--- src/rtl/core/hashed_record_lookup_insert_core_macros.svh ---
// Assertion macros for the hashed record lookup/insert core.
// Included by the top level; no other dependencies.
`ifndef HASHED_RECORD_LOOKUP_INSERT_CORE_MACROS_SVH
`define HASHED_RECORD_LOOKUP_INSERT_CORE_MACROS_SVH
`ifndef SYNTH
// Same-cycle implication: when ante holds, cons must hold in that cycle.
`define HRLI_ASSERT_IMPL(lbl, clk, rst_n, ante, cons) \
    lbl: assert property (@(posedge clk) disable iff (!rst_n) (ante) |-> (cons)) \
        else $error("hrli assertion failed");
// Next-cycle implication: when ante holds, cons must hold in the next cycle.
`define HRLI_ASSERT_NEXT(lbl, clk, rst_n, ante, cons) \
    lbl: assert property (@(posedge clk) disable iff (!rst_n) (ante) |=> (cons)) \
        else $error("hrli assertion failed");
`else
`define HRLI_ASSERT_IMPL(lbl, clk, rst_n, ante, cons)
`define HRLI_ASSERT_NEXT(lbl, clk, rst_n, ante, cons)
`endif
`endif

--- src/rtl/core/hrli_pkg.sv ---
// Shared types and constants for the hashed record lookup/insert core.
// No dependencies; compiled first.
`default_nettype none
package hrli_pkg;

    localparam int TABLE_DEPTH_DEF = 64;

    localparam logic [31:0] FNV_OFFSET = 32'h811c_9dc5;
    localparam logic [31:0] FNV_PRIME  = 32'h0100_0193;

    localparam int INDEX_W = 6;
    localparam int COUNT_W = 7;
    localparam int HASH_W  = 32;
    localparam int TALLY_W = 32;

    typedef enum logic [1:0] {
        ST_HIT    = 2'd0,
        ST_INSERT = 2'd1,
        ST_FULL   = 2'd2
    } t_status;

    typedef enum logic {
        BK_IDLE,
        BK_SEARCH
    } t_back_state;

    // Command handed from the front end to the back end.
    typedef struct packed {
        logic              is_clear;
        logic [HASH_W-1:0] key;
    } t_cmd;

    // One finished lookup result.
    typedef struct packed {
        t_status            status;
        logic [INDEX_W-1:0] entry_index;
        logic [HASH_W-1:0]  key_hash;
        logic [TALLY_W-1:0] hit_count;
        logic [TALLY_W-1:0] miss_count;
        logic [COUNT_W-1:0] entry_count;
    } t_result;

endpackage
`default_nettype wire

--- src/rtl/core/hrli_if.sv ---
// Valid/ready channel interfaces for the record byte input and the lookup result.
// Depends on hrli_pkg for field widths.
`default_nettype none
interface hrli_in_if;
    logic       valid;
    logic       ready;
    logic       op;
    logic [7:0] data_byte;
    logic       last;

    modport source(output valid, output op, output data_byte, output last, input ready);
    modport sink(input valid, input op, input data_byte, input last, output ready);
endinterface

interface hrli_out_if;
    logic                             valid;
    logic                             ready;
    logic [1:0]                       status;
    logic [hrli_pkg::INDEX_W-1:0]     entry_index;
    logic [hrli_pkg::HASH_W-1:0]      key_hash;
    logic [hrli_pkg::TALLY_W-1:0]     hit_count;
    logic [hrli_pkg::TALLY_W-1:0]     miss_count;
    logic [hrli_pkg::COUNT_W-1:0]     entry_count;

    modport source(output valid, output status, output entry_index, output key_hash,
                   output hit_count, output miss_count, output entry_count, input ready);
    modport sink(input valid, input status, input entry_index, input key_hash,
                 input hit_count, input miss_count, input entry_count, output ready);
endinterface
`default_nettype wire

--- src/rtl/core/hrli_front.sv ---
// Front end: folds record bytes into the running FNV-1a hash and issues commands.
// Depends on hrli_pkg and hrli_in_if.
`default_nettype none
module hrli_front (
    input  wire logic         i_clk,
    input  wire logic         i_rst_n,
    hrli_in_if.sink           i_in,
    input  wire logic         i_q_full,
    output hrli_pkg::t_cmd    o_cmd,
    output logic              o_push
);

    logic [hrli_pkg::HASH_W-1:0] r_hash;
    logic [hrli_pkg::HASH_W-1:0] n_hash;
    logic [hrli_pkg::HASH_W-1:0] w_prod;
    logic                        w_accept;

    assign i_in.ready = ~i_q_full;
    assign w_accept   = i_in.valid & i_in.ready;

    // One multiply per byte; the product is registered either here or in the queue.
    assign w_prod = (r_hash ^ {24'd0, i_in.data_byte}) * hrli_pkg::FNV_PRIME;

    always_comb begin
        n_hash         = r_hash;
        o_push         = 1'b0;
        o_cmd.is_clear = i_in.op;
        o_cmd.key      = w_prod;
        if (w_accept) begin
            if (i_in.op) begin
                n_hash = hrli_pkg::FNV_OFFSET;
                o_push = 1'b1;
            end else if (i_in.last) begin
                n_hash = hrli_pkg::FNV_OFFSET;
                o_push = 1'b1;
            end else begin
                n_hash = w_prod;
            end
        end
    end

    always_ff @(posedge i_clk) begin
        if (!i_rst_n) begin
            r_hash <= hrli_pkg::FNV_OFFSET;
        end else begin
            r_hash <= n_hash;
        end
    end

endmodule
`default_nettype wire

--- src/rtl/core/hrli_cmd_fifo.sv ---
// Two-entry command queue between the front end and the back end.
// Depends on hrli_pkg.
`default_nettype none
module hrli_cmd_fifo (
    input  wire logic           i_clk,
    input  wire logic           i_rst_n,
    input  wire logic           i_push,
    input  wire hrli_pkg::t_cmd i_cmd,
    output logic                o_full,
    output logic                o_valid,
    output hrli_pkg::t_cmd      o_cmd,
    input  wire logic           i_pop
);

    hrli_pkg::t_cmd r_slot [2];
    logic           r_wr_ptr;
    logic           r_rd_ptr;
    logic [1:0]     r_count;
    logic           n_wr_ptr;
    logic           n_rd_ptr;
    logic [1:0]     n_count;
    logic           w_do_push;
    logic           w_do_pop;

    assign o_full    = (r_count == 2'd2);
    assign o_valid   = (r_count != 2'd0);
    assign o_cmd     = r_slot[r_rd_ptr];
    assign w_do_push = i_push & ~o_full;
    assign w_do_pop  = i_pop & o_valid;

    always_comb begin
        n_wr_ptr = r_wr_ptr ^ w_do_push;
        n_rd_ptr = r_rd_ptr ^ w_do_pop;
        n_count  = r_count;
        if (w_do_push && !w_do_pop) begin
            n_count = r_count + 2'd1;
        end else if (!w_do_push && w_do_pop) begin
            n_count = r_count - 2'd1;
        end
    end

    always_ff @(posedge i_clk) begin
        if (!i_rst_n) begin
            r_wr_ptr <= 1'b0;
            r_rd_ptr <= 1'b0;
            r_count  <= 2'd0;
        end else begin
            r_wr_ptr <= n_wr_ptr;
            r_rd_ptr <= n_rd_ptr;
            r_count  <= n_count;
        end
    end

    always_ff @(posedge i_clk) begin
        if (w_do_push) begin
            r_slot[r_wr_ptr] <= i_cmd;
        end
    end

endmodule
`default_nettype wire

--- src/rtl/core/hrli_back.sv ---
// Back end: key table memory, sequential search, insert, counters and result register.
// Depends on hrli_pkg.
`default_nettype none
module hrli_back #(
    parameter int TABLE_DEPTH = hrli_pkg::TABLE_DEPTH_DEF
) (
    input  wire logic           i_clk,
    input  wire logic           i_rst_n,
    input  wire logic           i_cmd_valid,
    input  wire hrli_pkg::t_cmd i_cmd,
    output logic                o_cmd_ready,
    output logic                o_res_valid,
    output hrli_pkg::t_result   o_res,
    input  wire logic           i_res_ready
);

    localparam int IDX_W = (TABLE_DEPTH > 1) ? $clog2(TABLE_DEPTH) : 1;
    localparam int CNT_W = $clog2(TABLE_DEPTH + 1);

    logic [hrli_pkg::HASH_W-1:0]  r_mem [TABLE_DEPTH];
    logic [hrli_pkg::HASH_W-1:0]  r_rd_data;
    logic [hrli_pkg::HASH_W-1:0]  r_key;

    hrli_pkg::t_back_state        r_state;
    hrli_pkg::t_back_state        n_state;
    logic [CNT_W-1:0]             r_idx;
    logic [CNT_W-1:0]             n_idx;
    logic                         r_pend;
    logic                         n_pend;
    logic [IDX_W-1:0]             r_pend_idx;
    logic [IDX_W-1:0]             n_pend_idx;
    logic [CNT_W-1:0]             r_fill;
    logic [CNT_W-1:0]             n_fill;
    logic [hrli_pkg::TALLY_W-1:0] r_hits;
    logic [hrli_pkg::TALLY_W-1:0] n_hits;
    logic [hrli_pkg::TALLY_W-1:0] r_misses;
    logic [hrli_pkg::TALLY_W-1:0] n_misses;
    logic                         r_out_valid;
    logic                         n_out_valid;
    hrli_pkg::t_result            r_out;

    logic                         w_match;
    logic                         w_scanned;
    logic                         w_full;
    logic                         w_out_free;
    logic                         w_finish;
    logic                         w_rd_en;
    logic                         w_wr_en;
    logic                         w_load;
    logic [IDX_W-1:0]             w_idx;
    logic [CNT_W-1:0]             w_cnt;
    logic [IDX_W+5:0]             w_idx_ext;
    logic [CNT_W+6:0]             w_cnt_ext;
    hrli_pkg::t_result            w_res;

    assign w_match    = r_pend && (r_rd_data == r_key);
    assign w_scanned  = (r_idx == r_fill);
    assign w_full     = (r_fill == CNT_W'(TABLE_DEPTH));
    assign w_out_free = ~r_out_valid | i_res_ready;
    assign w_finish   = (r_state == hrli_pkg::BK_SEARCH) && (w_match || w_scanned) && w_out_free;
    assign w_rd_en    = (r_state == hrli_pkg::BK_SEARCH) && !w_match && !w_scanned;
    assign w_wr_en    = w_finish && !w_match && !w_full;
    assign w_load     = (r_state == hrli_pkg::BK_IDLE) && i_cmd_valid && !i_cmd.is_clear;

    assign o_cmd_ready = (r_state == hrli_pkg::BK_IDLE);
    assign o_res_valid = r_out_valid;
    assign o_res       = r_out;

    // Result fields; index and count are masked to the result widths.
    always_comb begin
        if (w_match) begin
            w_res.status = hrli_pkg::ST_HIT;
            w_idx        = r_pend_idx;
            w_cnt        = r_fill;
        end else if (w_full) begin
            w_res.status = hrli_pkg::ST_FULL;
            w_idx        = '0;
            w_cnt        = r_fill;
        end else begin
            w_res.status = hrli_pkg::ST_INSERT;
            w_idx        = r_fill[IDX_W-1:0];
            w_cnt        = r_fill + CNT_W'(1);
        end
        w_idx_ext         = {6'd0, w_idx};
        w_cnt_ext         = {7'd0, w_cnt};
        w_res.entry_index = w_idx_ext[hrli_pkg::INDEX_W-1:0];
        w_res.entry_count = w_cnt_ext[hrli_pkg::COUNT_W-1:0];
        w_res.key_hash    = r_key;
        w_res.hit_count   = w_match ? r_hits + 32'd1 : r_hits;
        w_res.miss_count  = w_match ? r_misses : r_misses + 32'd1;
    end

    always_comb begin
        n_state     = r_state;
        n_idx       = r_idx;
        n_pend      = r_pend;
        n_pend_idx  = r_pend_idx;
        n_fill      = r_fill;
        n_hits      = r_hits;
        n_misses    = r_misses;
        n_out_valid = r_out_valid & ~i_res_ready;
        unique case (r_state)
            hrli_pkg::BK_IDLE: begin
                if (i_cmd_valid) begin
                    if (i_cmd.is_clear) begin
                        n_fill   = '0;
                        n_hits   = '0;
                        n_misses = '0;
                    end else begin
                        n_idx   = '0;
                        n_pend  = 1'b0;
                        n_state = hrli_pkg::BK_SEARCH;
                    end
                end
            end
            hrli_pkg::BK_SEARCH: begin
                if (w_rd_en) begin
                    n_idx      = r_idx + CNT_W'(1);
                    n_pend     = 1'b1;
                    n_pend_idx = r_idx[IDX_W-1:0];
                end
                if (w_finish) begin
                    n_state     = hrli_pkg::BK_IDLE;
                    n_pend      = 1'b0;
                    n_out_valid = 1'b1;
                    n_hits      = w_res.hit_count;
                    n_misses    = w_res.miss_count;
                    if (w_wr_en) begin
                        n_fill = r_fill + CNT_W'(1);
                    end
                end
            end
            default: begin
                n_state = hrli_pkg::BK_IDLE;
            end
        endcase
    end

    always_ff @(posedge i_clk) begin
        if (!i_rst_n) begin
            r_state     <= hrli_pkg::BK_IDLE;
            r_idx       <= '0;
            r_pend      <= 1'b0;
            r_pend_idx  <= '0;
            r_fill      <= '0;
            r_hits      <= '0;
            r_misses    <= '0;
            r_out_valid <= 1'b0;
        end else begin
            r_state     <= n_state;
            r_idx       <= n_idx;
            r_pend      <= n_pend;
            r_pend_idx  <= n_pend_idx;
            r_fill      <= n_fill;
            r_hits      <= n_hits;
            r_misses    <= n_misses;
            r_out_valid <= n_out_valid;
        end
    end

    always_ff @(posedge i_clk) begin
        if (w_load) begin
            r_key <= i_cmd.key;
        end
        if (w_finish) begin
            r_out <= w_res;
        end
    end

    // Key table: one write port, one registered read port.
    always_ff @(posedge i_clk) begin
        if (w_wr_en) begin
            r_mem[r_fill[IDX_W-1:0]] <= r_key;
        end
        if (w_rd_en) begin
            r_rd_data <= r_mem[r_idx[IDX_W-1:0]];
        end
    end

endmodule
`default_nettype wire

--- src/rtl/core/hashed_record_lookup_insert_core.sv ---
// Top level of the hashed record lookup/insert core.
// Depends on hrli_pkg, hrli_if, hrli_front, hrli_cmd_fifo, hrli_back and the macro header.
//
//  Channel  | Direction | Payload                                               | Transfer
//  ---------+-----------+-------------------------------------------------------+---------------
//  i_in     | in        | op, data_byte, last                                   | valid & ready
//  o_out    | out       | status, entry_index, key_hash, hit_count, miss_count, | valid & ready
//           |           | entry_count                                           |
//
// A byte is taken in any cycle in which the two-entry command queue has a free slot; a
// last byte or a clear posts a command there, other bytes only update the running hash.
// A lookup reads the filled entries one by one through the single read port of the key
// table, ending at the first hit or after the last filled entry; a clear needs no search.
// Reset is synchronous and active low and zeroes the fill count and counters; the key
// table needs no clearing pass. A stalled result waits in the output register.
`default_nettype none
`include "hashed_record_lookup_insert_core_macros.svh"
module hashed_record_lookup_insert_core #(
    parameter int TABLE_DEPTH = hrli_pkg::TABLE_DEPTH_DEF
) (
    input  wire logic   i_clk,
    input  wire logic   i_rst_n,
    hrli_in_if.sink     i_in,
    hrli_out_if.source  o_out
);

    // Command path from the front end into the queue and from the queue to the back end.
    hrli_pkg::t_cmd    w_push_cmd;
    logic              w_push;
    logic              w_q_full;
    logic              w_q_valid;
    hrli_pkg::t_cmd    w_q_cmd;
    logic              w_q_pop;
    logic              w_res_valid;
    hrli_pkg::t_result w_res;

    // The front end hashes bytes as they arrive and posts a command at record end.
    hrli_front u_front (
        .i_clk    (i_clk),
        .i_rst_n  (i_rst_n),
        .i_in     (i_in),
        .i_q_full (w_q_full),
        .o_cmd    (w_push_cmd),
        .o_push   (w_push)
    );

    // The queue lets the next record be hashed while a search is still running.
    hrli_cmd_fifo u_cmd_fifo (
        .i_clk   (i_clk),
        .i_rst_n (i_rst_n),
        .i_push  (w_push),
        .i_cmd   (w_push_cmd),
        .o_full  (w_q_full),
        .o_valid (w_q_valid),
        .o_cmd   (w_q_cmd),
        .i_pop   (w_q_pop)
    );

    // The back end owns the key table and all counters.
    hrli_back #(
        .TABLE_DEPTH (TABLE_DEPTH)
    ) u_back (
        .i_clk       (i_clk),
        .i_rst_n     (i_rst_n),
        .i_cmd_valid (w_q_valid),
        .i_cmd       (w_q_cmd),
        .o_cmd_ready (w_q_pop),
        .o_res_valid (w_res_valid),
        .o_res       (w_res),
        .i_res_ready (o_out.ready)
    );

    assign o_out.valid       = w_res_valid;
    assign o_out.status      = w_res.status;
    assign o_out.entry_index = w_res.entry_index;
    assign o_out.key_hash    = w_res.key_hash;
    assign o_out.hit_count   = w_res.hit_count;
    assign o_out.miss_count  = w_res.miss_count;
    assign o_out.entry_count = w_res.entry_count;

    // A full-table result always reports entry zero.
    `HRLI_ASSERT_IMPL(a_full_index_zero, i_clk, i_rst_n, o_out.valid && (o_out.status == hrli_pkg::ST_FULL), o_out.entry_index == '0)
    // A fresh insert lands just below the new fill count.
    `HRLI_ASSERT_IMPL(a_insert_count, i_clk, i_rst_n, o_out.valid && (o_out.status == hrli_pkg::ST_INSERT), o_out.entry_count[5:0] == 6'(o_out.entry_index + 6'd1))
    // A posted command is waiting in the queue on the following cycle.
    `HRLI_ASSERT_NEXT(a_push_lands, i_clk, i_rst_n, w_push, w_q_valid)

endmodule
`default_nettype wire

--- src/flat_wrapper.sv ---
// flat-port wrapper written by rule: the top's interface ports become plain ports
module hashed_record_lookup_insert_core_flat 
#(
    parameter int TABLE_DEPTH = hrli_pkg::TABLE_DEPTH_DEF
)
  (i_clk, i_rst_n, i_in_valid, i_in_op, i_in_data_byte, i_in_last, i_in_ready, o_out_valid, o_out_status, o_out_entry_index, o_out_key_hash, o_out_hit_count, o_out_miss_count, o_out_entry_count, o_out_ready);
  hrli_in_if i_in_i ();
  hrli_out_if o_out_i ();
  input  wire logic i_clk;
  input  wire logic i_rst_n;
  input wire logic [$bits(i_in_i.valid)-1:0] i_in_valid;
  input wire logic [$bits(i_in_i.op)-1:0] i_in_op;
  input wire logic [$bits(i_in_i.data_byte)-1:0] i_in_data_byte;
  input wire logic [$bits(i_in_i.last)-1:0] i_in_last;
  output wire logic [$bits(i_in_i.ready)-1:0] i_in_ready;
  output wire logic [$bits(o_out_i.valid)-1:0] o_out_valid;
  output wire logic [$bits(o_out_i.status)-1:0] o_out_status;
  output wire logic [$bits(o_out_i.entry_index)-1:0] o_out_entry_index;
  output wire logic [$bits(o_out_i.key_hash)-1:0] o_out_key_hash;
  output wire logic [$bits(o_out_i.hit_count)-1:0] o_out_hit_count;
  output wire logic [$bits(o_out_i.miss_count)-1:0] o_out_miss_count;
  output wire logic [$bits(o_out_i.entry_count)-1:0] o_out_entry_count;
  input wire logic [$bits(o_out_i.ready)-1:0] o_out_ready;
  assign i_in_i.valid = i_in_valid;
  assign i_in_i.op = i_in_op;
  assign i_in_i.data_byte = i_in_data_byte;
  assign i_in_i.last = i_in_last;
  assign i_in_ready = i_in_i.ready;
  assign o_out_valid = o_out_i.valid;
  assign o_out_status = o_out_i.status;
  assign o_out_entry_index = o_out_i.entry_index;
  assign o_out_key_hash = o_out_i.key_hash;
  assign o_out_hit_count = o_out_i.hit_count;
  assign o_out_miss_count = o_out_i.miss_count;
  assign o_out_entry_count = o_out_i.entry_count;
  assign o_out_i.ready = o_out_ready;
  hashed_record_lookup_insert_core #(.TABLE_DEPTH(TABLE_DEPTH)) u_core (.i_clk(i_clk), .i_rst_n(i_rst_n), .i_in(i_in_i), .o_out(o_out_i));
endmodule
--- config.mk ---
export PLATFORM = sky130hd
export DESIGN_NAME = hashed_record_lookup_insert_core_flat
export DESIGN_NICKNAME = d
export VERILOG_FILES = /design/src/rtl/core/hrli_pkg.sv /design/src/rtl/core/hrli_if.sv /design/src/rtl/core/hrli_front.sv /design/src/rtl/core/hrli_cmd_fifo.sv /design/src/rtl/core/hrli_back.sv /design/src/rtl/core/hashed_record_lookup_insert_core.sv /design/src/flat_wrapper.sv
export VERILOG_INCLUDE_DIRS = /design/src /design/src/rtl/core
export SDC_FILE = /design/constraint.sdc
export NUM_CORES = 2
export LEC_CHECK = 0
export BUFFER_PORTS_ARGS = -buffer_cell sky130_fd_sc_hd__buf_2
export CELL_PAD_IN_SITES_DETAIL_PLACEMENT = 1
export CELL_PAD_IN_SITES_GLOBAL_PLACEMENT = 2
export CORE_ASPECT_RATIO = 1.4
export CORE_UTILIZATION = 54
export DETAILED_ROUTE_END_ITERATION = 10
export PLACE_DENSITY = 0.94
export REMOVE_ABC_BUFFERS = 1
export SKIP_CTS_REPAIR_TIMING = 1
export SLEW_MARGIN = 20
export SYNTH_ARGS = -nofsm -noshare
export SYNTH_HDL_FRONTEND = slang
export SYNTH_SLANG_ARGS = --single-unit
--- constraint.sdc ---
create_clock -name i_clk -period 13 [get_ports i_clk]
set_clock_uncertainty 0.2 [all_clocks]
set_input_delay 1.3 -clock i_clk [delete_from_list [all_inputs] [get_ports i_clk]]
set_output_delay 1.3 -clock i_clk [all_outputs]
set_load 0.02 [all_outputs]
# Yosys cells after proc, flatten, opt, wreduce, memory -nomap -nowiden
# Memories as Yosys holds them, arrays and structs flattened. A register that Yosys moved wholly into a read port is not among the register bits.
# Cells that the tools add are included.
[classes]
n_addsub = 6
n_mul = 1
div_mod_pow = 0
n_lt_le_gt_ge = 0
n_eq_ne = 11
shift = 0
n_mux = 45
bitwise_logic = 12
reduce_logical = 25
[ops]
columns = ["operator", "count"]
rows = [
  ["two-way mux 32 bit", 8],
  ["one-hot mux 32 bit (2 select lines)", 2],
  ["adder 32 x 1 -> 32 bit (second input constant)", 2],
  ["two-way mux 7 bit", 9],
  ["== test 32 bit", 1],
  ["multiplier 32 x 25 -> 32 bit (second input constant)", 1],
  ["bitwise XOR 32 x 8 -> 32 bit", 1],
  ["one-hot mux 7 bit (2 select lines)", 2],
  ["two-way mux 1 bit", 17],
  ["adder 7 x 1 -> 7 bit (second input constant)", 2],
  ["two-way mux 6 bit", 2],
  ["logical AND 1 bit", 11],
  ["AND reduction 3 bit", 3],
  ["== test 7 bit", 1],
  ["== test 7 bit (second input constant)", 1],
  ["logical NOT 1 bit", 6],
  ["two-way mux 2 bit", 3],
  ["!= test 2 x 1 -> 1 bit (second input constant)", 3],
  ["!= test 2 bit (second input constant)", 3],
  ["bitwise AND 1 bit", 4],
  ["inverter 1 bit", 4],
  ["one-hot mux 1 bit (2 select lines)", 2],
  ["AND reduction 4 bit", 1],
  ["nonzero test 2 bit", 2],
  ["other kinds (8)", 9],
]
[totals]
ff_bits = 266
latchBits = 0
ramBits = 2114
romBits = 0
inputBits = 14
out_inout_bits = 113
wordCells = 121
memories = 2
[mem_list]
columns = ["name", "words", "width", "rd", "rd_clocked_by_memory_dff", "wr", "line", "text"]
rows = [
  ["u_core.u_back.r_mem", 64, 32, 1, 1, 1, "hrli_back.sv:20", "logic [hrli_pkg::HASH_W-1:0] r_mem [TABLE_DEPTH];"],
  ["u_core.u_cmd_fifo.r_slot", 2, 33, 1, 1, 1, "hrli_cmd_fifo.sv:15", "hrli_pkg::t_cmd r_slot [2];"],
]

# Logic depth before layout (Yosys ltp)
[logic_depth]
depth_word = 10
mapped_depth = 23
ltp_nobuf = 22

# Hierarchy
# A second synthesis with hierarchy kept.
[unflattened]
cells_unflattened = 4820
area_unflattened_um2 = 98408.1
[by_module_without_submodules]
columns = ["mod", "n_inst", "cells_each", "area_per_inst_um2", "seq_area_each_um2"]
rows = [
  ["hrli_back", 1, 3914, 88767.6, 68495.7],
  ["hrli_front", 1, 780, 7031.7, 640.6],
  ["hrli_cmd_fifo", 1, 126, 2608.8, 2082.0],
]

# Worst setup path before layout
# Ideal clock, no wire load.
[synth_path]
path_kind = "input to register"
start = "in i_in_data_byte[7]"
end = "reg u_core.u_front.r_hash[30] (netlist name)"
setup_time_ns = 0.122
arrival_ns = 6.077
required_time_ns = 12.678
setup_slack_ns = 6.602
stages = 19
path_buffers = 0
cell_sequence = "xnor2_1 -> inv_1 -> ha_1 -> ha_1 -> fa_1 -> ha_1 -> fa_1 -> ha_1 -> inv_1 -> fa_1 -> inv_1 -> ha_1 -> and3_1 -> a221o_1 -> a32o_1 -> nor4_1 -> o21bai_1 -> mux2i_1 -> a221o_1"
[synth_via]
elab_chain_len = 4
[synth_lines]
columns = ["element", "line", "text"]
rows = [
  ["from (decl)", "flat_wrapper.sv:13", "input wire logic [$bits(i_in_i.data_byte)-1:0] i_in_data_byte;"],
  ["bitwise XOR 32 x 8 -> 32 bit", "hrli_front.sv:22", "assign w_prod = (r_hash ^ {24'd0, i_in.data_byte}) * hrli_pkg::FNV_PRIME;"],
  ["multiplier 32 x 25 -> 32 bit", "hrli_front.sv:22", ""],
  ["two-way mux 32 bit", "hrli_front.sv:33", "end else if (i_in.last) begin"],
  ["two-way mux 32 bit", "hrli_front.sv:30", "if (i_in.op) begin"],
  ["to (signal assigned)", "hrli_front.sv:44", "r_hash <= hrli_pkg::FNV_OFFSET;"],
  ["to (signal assigned)", "hrli_front.sv:46", "r_hash <= n_hash;"],
  ["to (decl)", "hrli_front.sv:13", "logic [hrli_pkg::HASH_W-1:0] r_hash;"],
]
# No other way between the ends.
# A chain may end at the register's enable or synchronous reset.

# Worst setup path in the final report
[layout_path]
start = "reg u_core.u_back.r_key[31] (netlist name)"
end = "mem u_core.u_back.r_mem[2][3] (netlist name) (enable)"
[layout_via]
elab_chain_len = 9
word_cells_on_any_way = 10
cone_classes = "1 x eq/ne; 2 x mux; 7 x reduce/logical"
[layout_lines]
columns = ["element", "line", "text"]
rows = [
  ["from (decl)", "hrli_back.sv:22", "logic [hrli_pkg::HASH_W-1:0] r_key;"],
  ["from (signal assigned)", "hrli_back.sv:163", "r_key <= i_cmd.key;"],
  ["== test 32 bit *", "hrli_back.sv:56", "assign w_match = r_pend && (r_rd_data == r_key);"],
  ["logical AND 1 bit *", "hrli_back.sv:56", ""],
  ["logical OR 1 bit", "hrli_back.sv:60", "assign w_finish = (r_state == hrli_pkg::BK_SEARCH) && (w_match || w_scanned) && w_out_free;"],
  ["logical AND 1 bit (2 in series)", "hrli_back.sv:60", ""],
  ["logical AND 1 bit * (2 in series)", "hrli_back.sv:62", "assign w_wr_en = w_finish && !w_match && !w_full;"],
  ["two-way mux 1 bit *", "hrli_back.sv:172", "if (w_wr_en) begin"],
  ["two-way mux 1 bit (not written as such) *", "hrli_back.sv:173", "r_mem[r_fill[IDX_W-1:0]] <= r_key;"],
  ["to (decl)", "hrli_back.sv:20", ""],
]
# Mark *: on every way between the ends. The rest lies on a longest branch, timed or not.

==> flow_summary.yaml <==
floorplanning:
  start_util_pct: 54.5
  placementRows: 184
  die_h_um: 506
  dieArea_mm2: 0.183
  ios: 127
  chipWidth_um: 362
  design.core.area_mm2: 0.180
placement:
  dp_hpwl_um: 154000
  dpl_cell_area_mm2: 0.102
  port_buffers: 126
  place_congestion: 0.832
detailed_routing:
  ant_nets: 0
  vias: 52500
  drt-total-wl_um: 293000
  drt_iter0_markers: 7066
  viasPerCell: 6.90
  drcViolationCount: 0
  wl_per_cell_um: 38.5
  firstDrtPassIters: 8
critical_path:
  critPathRequiredTime_ns: 13.32
  crit_start: "u_core.u_back.r_key[31]"
  rr_worst_depth: 10
  cp_max_fo: 66
  critical_path.endpoint_type: "flop"
  worst-setup-path-type: "reg2reg"
  r2r_setup_slack_ns: 5.84
  worstReg2RegStart: "u_core.u_back.r_key[31]"
  critical_path_arrival_ns: 7.48
  start_kind: "flop"
logic_synthesis:
  synth-edff-count: 2289
  syn_inst: 4749
  synth.largest_area_cell: "edfxtp_1"
  ys_seq_area_share_pct: 72.7
  synth-main-ff-cell: "edfxtp_1"
  synth_top_area_share_pct: 70.2
  synthTopCellsByArea: "edfxtp_1, mux4_2, dfxtp_1, ha_1, fa_1"
  synthArstFlopShare_pct: 0
  ys_seq_elements: 2413
  synth_area_mm2: 0.0980
  yosys_warnings: 0
  synthDistinctLibCells: 71
  avgSynthCellArea_um2: 20.6
final_layout:
  final_area_mm2: 0.109
  syn2layout_area_growth_pct: 11.6
  final_common_cell: "edfxtp_1"
  drive_above_1_share_pct: 26.5
  final_nets: 5285
  final_cell_mix: "edfxtp_1, mux4_2, clkbuf_16"
power:
  power_leakage_nw: 34.7
  p_per_area_mw_per_mm2: 231
  max-vdd-ir-drop_mv: 0.408
clock_network:
  root_buffer: "clkbuf_16"
  htreeDepth: 4
  numCtsBuffers: 209
  cts_tree: "done"
  cts.clk_slew.worst_paths_ns: 0.07
  cts_sinks: 2413
  clkLatencyLatePin_ns: 0.89
  cts.path.max_buffers: 3
sta:
  tightestPinTransition_ns: 1.24
  final_max_slew_viol_count: 0
  setup-violations-final: 0
  slew_headroom_pct: 15.4
  min_period_over_period_pct: 55.1
  min_period_ns: 7.16
  hold_violations: 0
  tns_ns: 0
  fmax_mhz: 140
  rsz0062_at_grt: "false"
outcome:
  status: "complete, no violations"
grt:
  track_usage_pct: 32.1
  grt_max_degree: 145
  antenna_found_initial: 6
  grt_pass1_wl_um: 413000
  grt_pass1_vias: 55081
  overflow: 0
min_path:
  whs_path_depth: 2
  hp-start: "u_core.u_back.r_hits[7]"
  min_path_type: "reg2reg"
flow_run:
  drv_cap: 0
-- flip-flops by register name (all words and copies together), names as in the netlist, 7 cells and up, named ones only --
name,count
u_core.u_back.r_mem,2048
u_core.u_back.o_res,111
u_core.u_cmd_fifo.r_slot,66
u_core.u_back.r_hits,32
u_core.u_back.r_key,32
u_core.u_back.r_misses,32
u_core.u_back.r_rd_data,32
u_core.u_front.r_hash,32
u_core.u_back.r_fill,7
u_core.u_back.r_idx,7
-- cells by family after synthesis --
| kind of cell | Yosys count | share of synthesized area, % |
|---|---|---|
| AO/OA/AOI/OAI | 270 | 1.80 |
| XOR/XNOR | 162 | 1.45 |
| multiplexers | 717 | 16.0 |
| flip-flops | 2413 | 72.7 |
| AND/OR/NAND/NOR | 501 | 2.49 |
| adder cells (fa/ha/maj) | 264 | 3.94 |
| buffers and inverters | 422 | 1.66 |
-- cell usage after synthesis (55+ instances only) --
cell type,instances
clkbuf_1,138
fa_1,74
mux4_2,672
nand3_1,58
nand2_1,122
ha_1,190
nor2_1,153
xnor2_1,111
a21oi_1,79
o21ai_0,55
inv_1,201
dfxtp_1,124
edfxtp_1,2289
-- final timing paths --
check | end
hold / removal | u_core.u_back.r_hits[7]
setup / recovery | u_core.u_back.r_mem[2][3]
hold reg to reg | u_core.u_back.r_hits[7]
setup reg to reg | u_core.u_back.r_mem[2][3]
-- where the power goes --
group / total [mW] / internal, mW / switching [mW]
clock network: 6.52 / 3.50 / 3.01
logic: 8.48 / 2.84 / 5.64
registers: 10.3 / 10.1 / 0.185
-- area by class of cell --
class,instances,area (um^2)
antenna,6,15.0
clock buffer,268,5660
clock inverter,117,1210
fill,14927,70500
inverter,204,771
multi-input combinational,1914,25600
sequential,2413,71200
tap,2418,3030
timing repair buffer,265,1750
-- metal layers --
layer | vias to the layer above | wire, um | global-route usage (%) | part of all wire [%]
met4 | 4 | 16400 | 16.0 | 5.6
li1 | 19826 | - | - | -
met1 | 27555 | 96000 | 38.4 | 33
met2 | 4210 | 153000 | 56.0 | 52
met5 | - | 27 | 0 | 0.0092
met3 | 905 | 27800 | 5.91 | 9.5
-- through the flow --
stage	hold slack [ns]	setup slack [ns]	std cells	power, mW	utilization [%]
final	0.301	5.84	7605	25.3	60.8
after floorplan	0.256	-11.37	4531	16.1	-
after global routing	0.342	5.95	7600	26.2	60.8
after global placement	0.274	5.84	7213	18.1	56.9
after detailed placement	0.287	5.73	7213	18.7	56.9
after CTS	0.303	6.17	7598	25.3	60.8
-- critical path, stage by stage (launching register included) --
cell and delay [ns]:
edfxtp_1 0.37, buf_4 0.32, xnor2_1 1.09, nand4_1 0.22, or4_1 0.65, nor4_4 0.79, o21ai_4 0.16, nor2_2 0.38
nand3_1 0.95, nor2_4 1.03, buf_4 0.48
No activity file was read; power rests on OpenSTA's default activity.
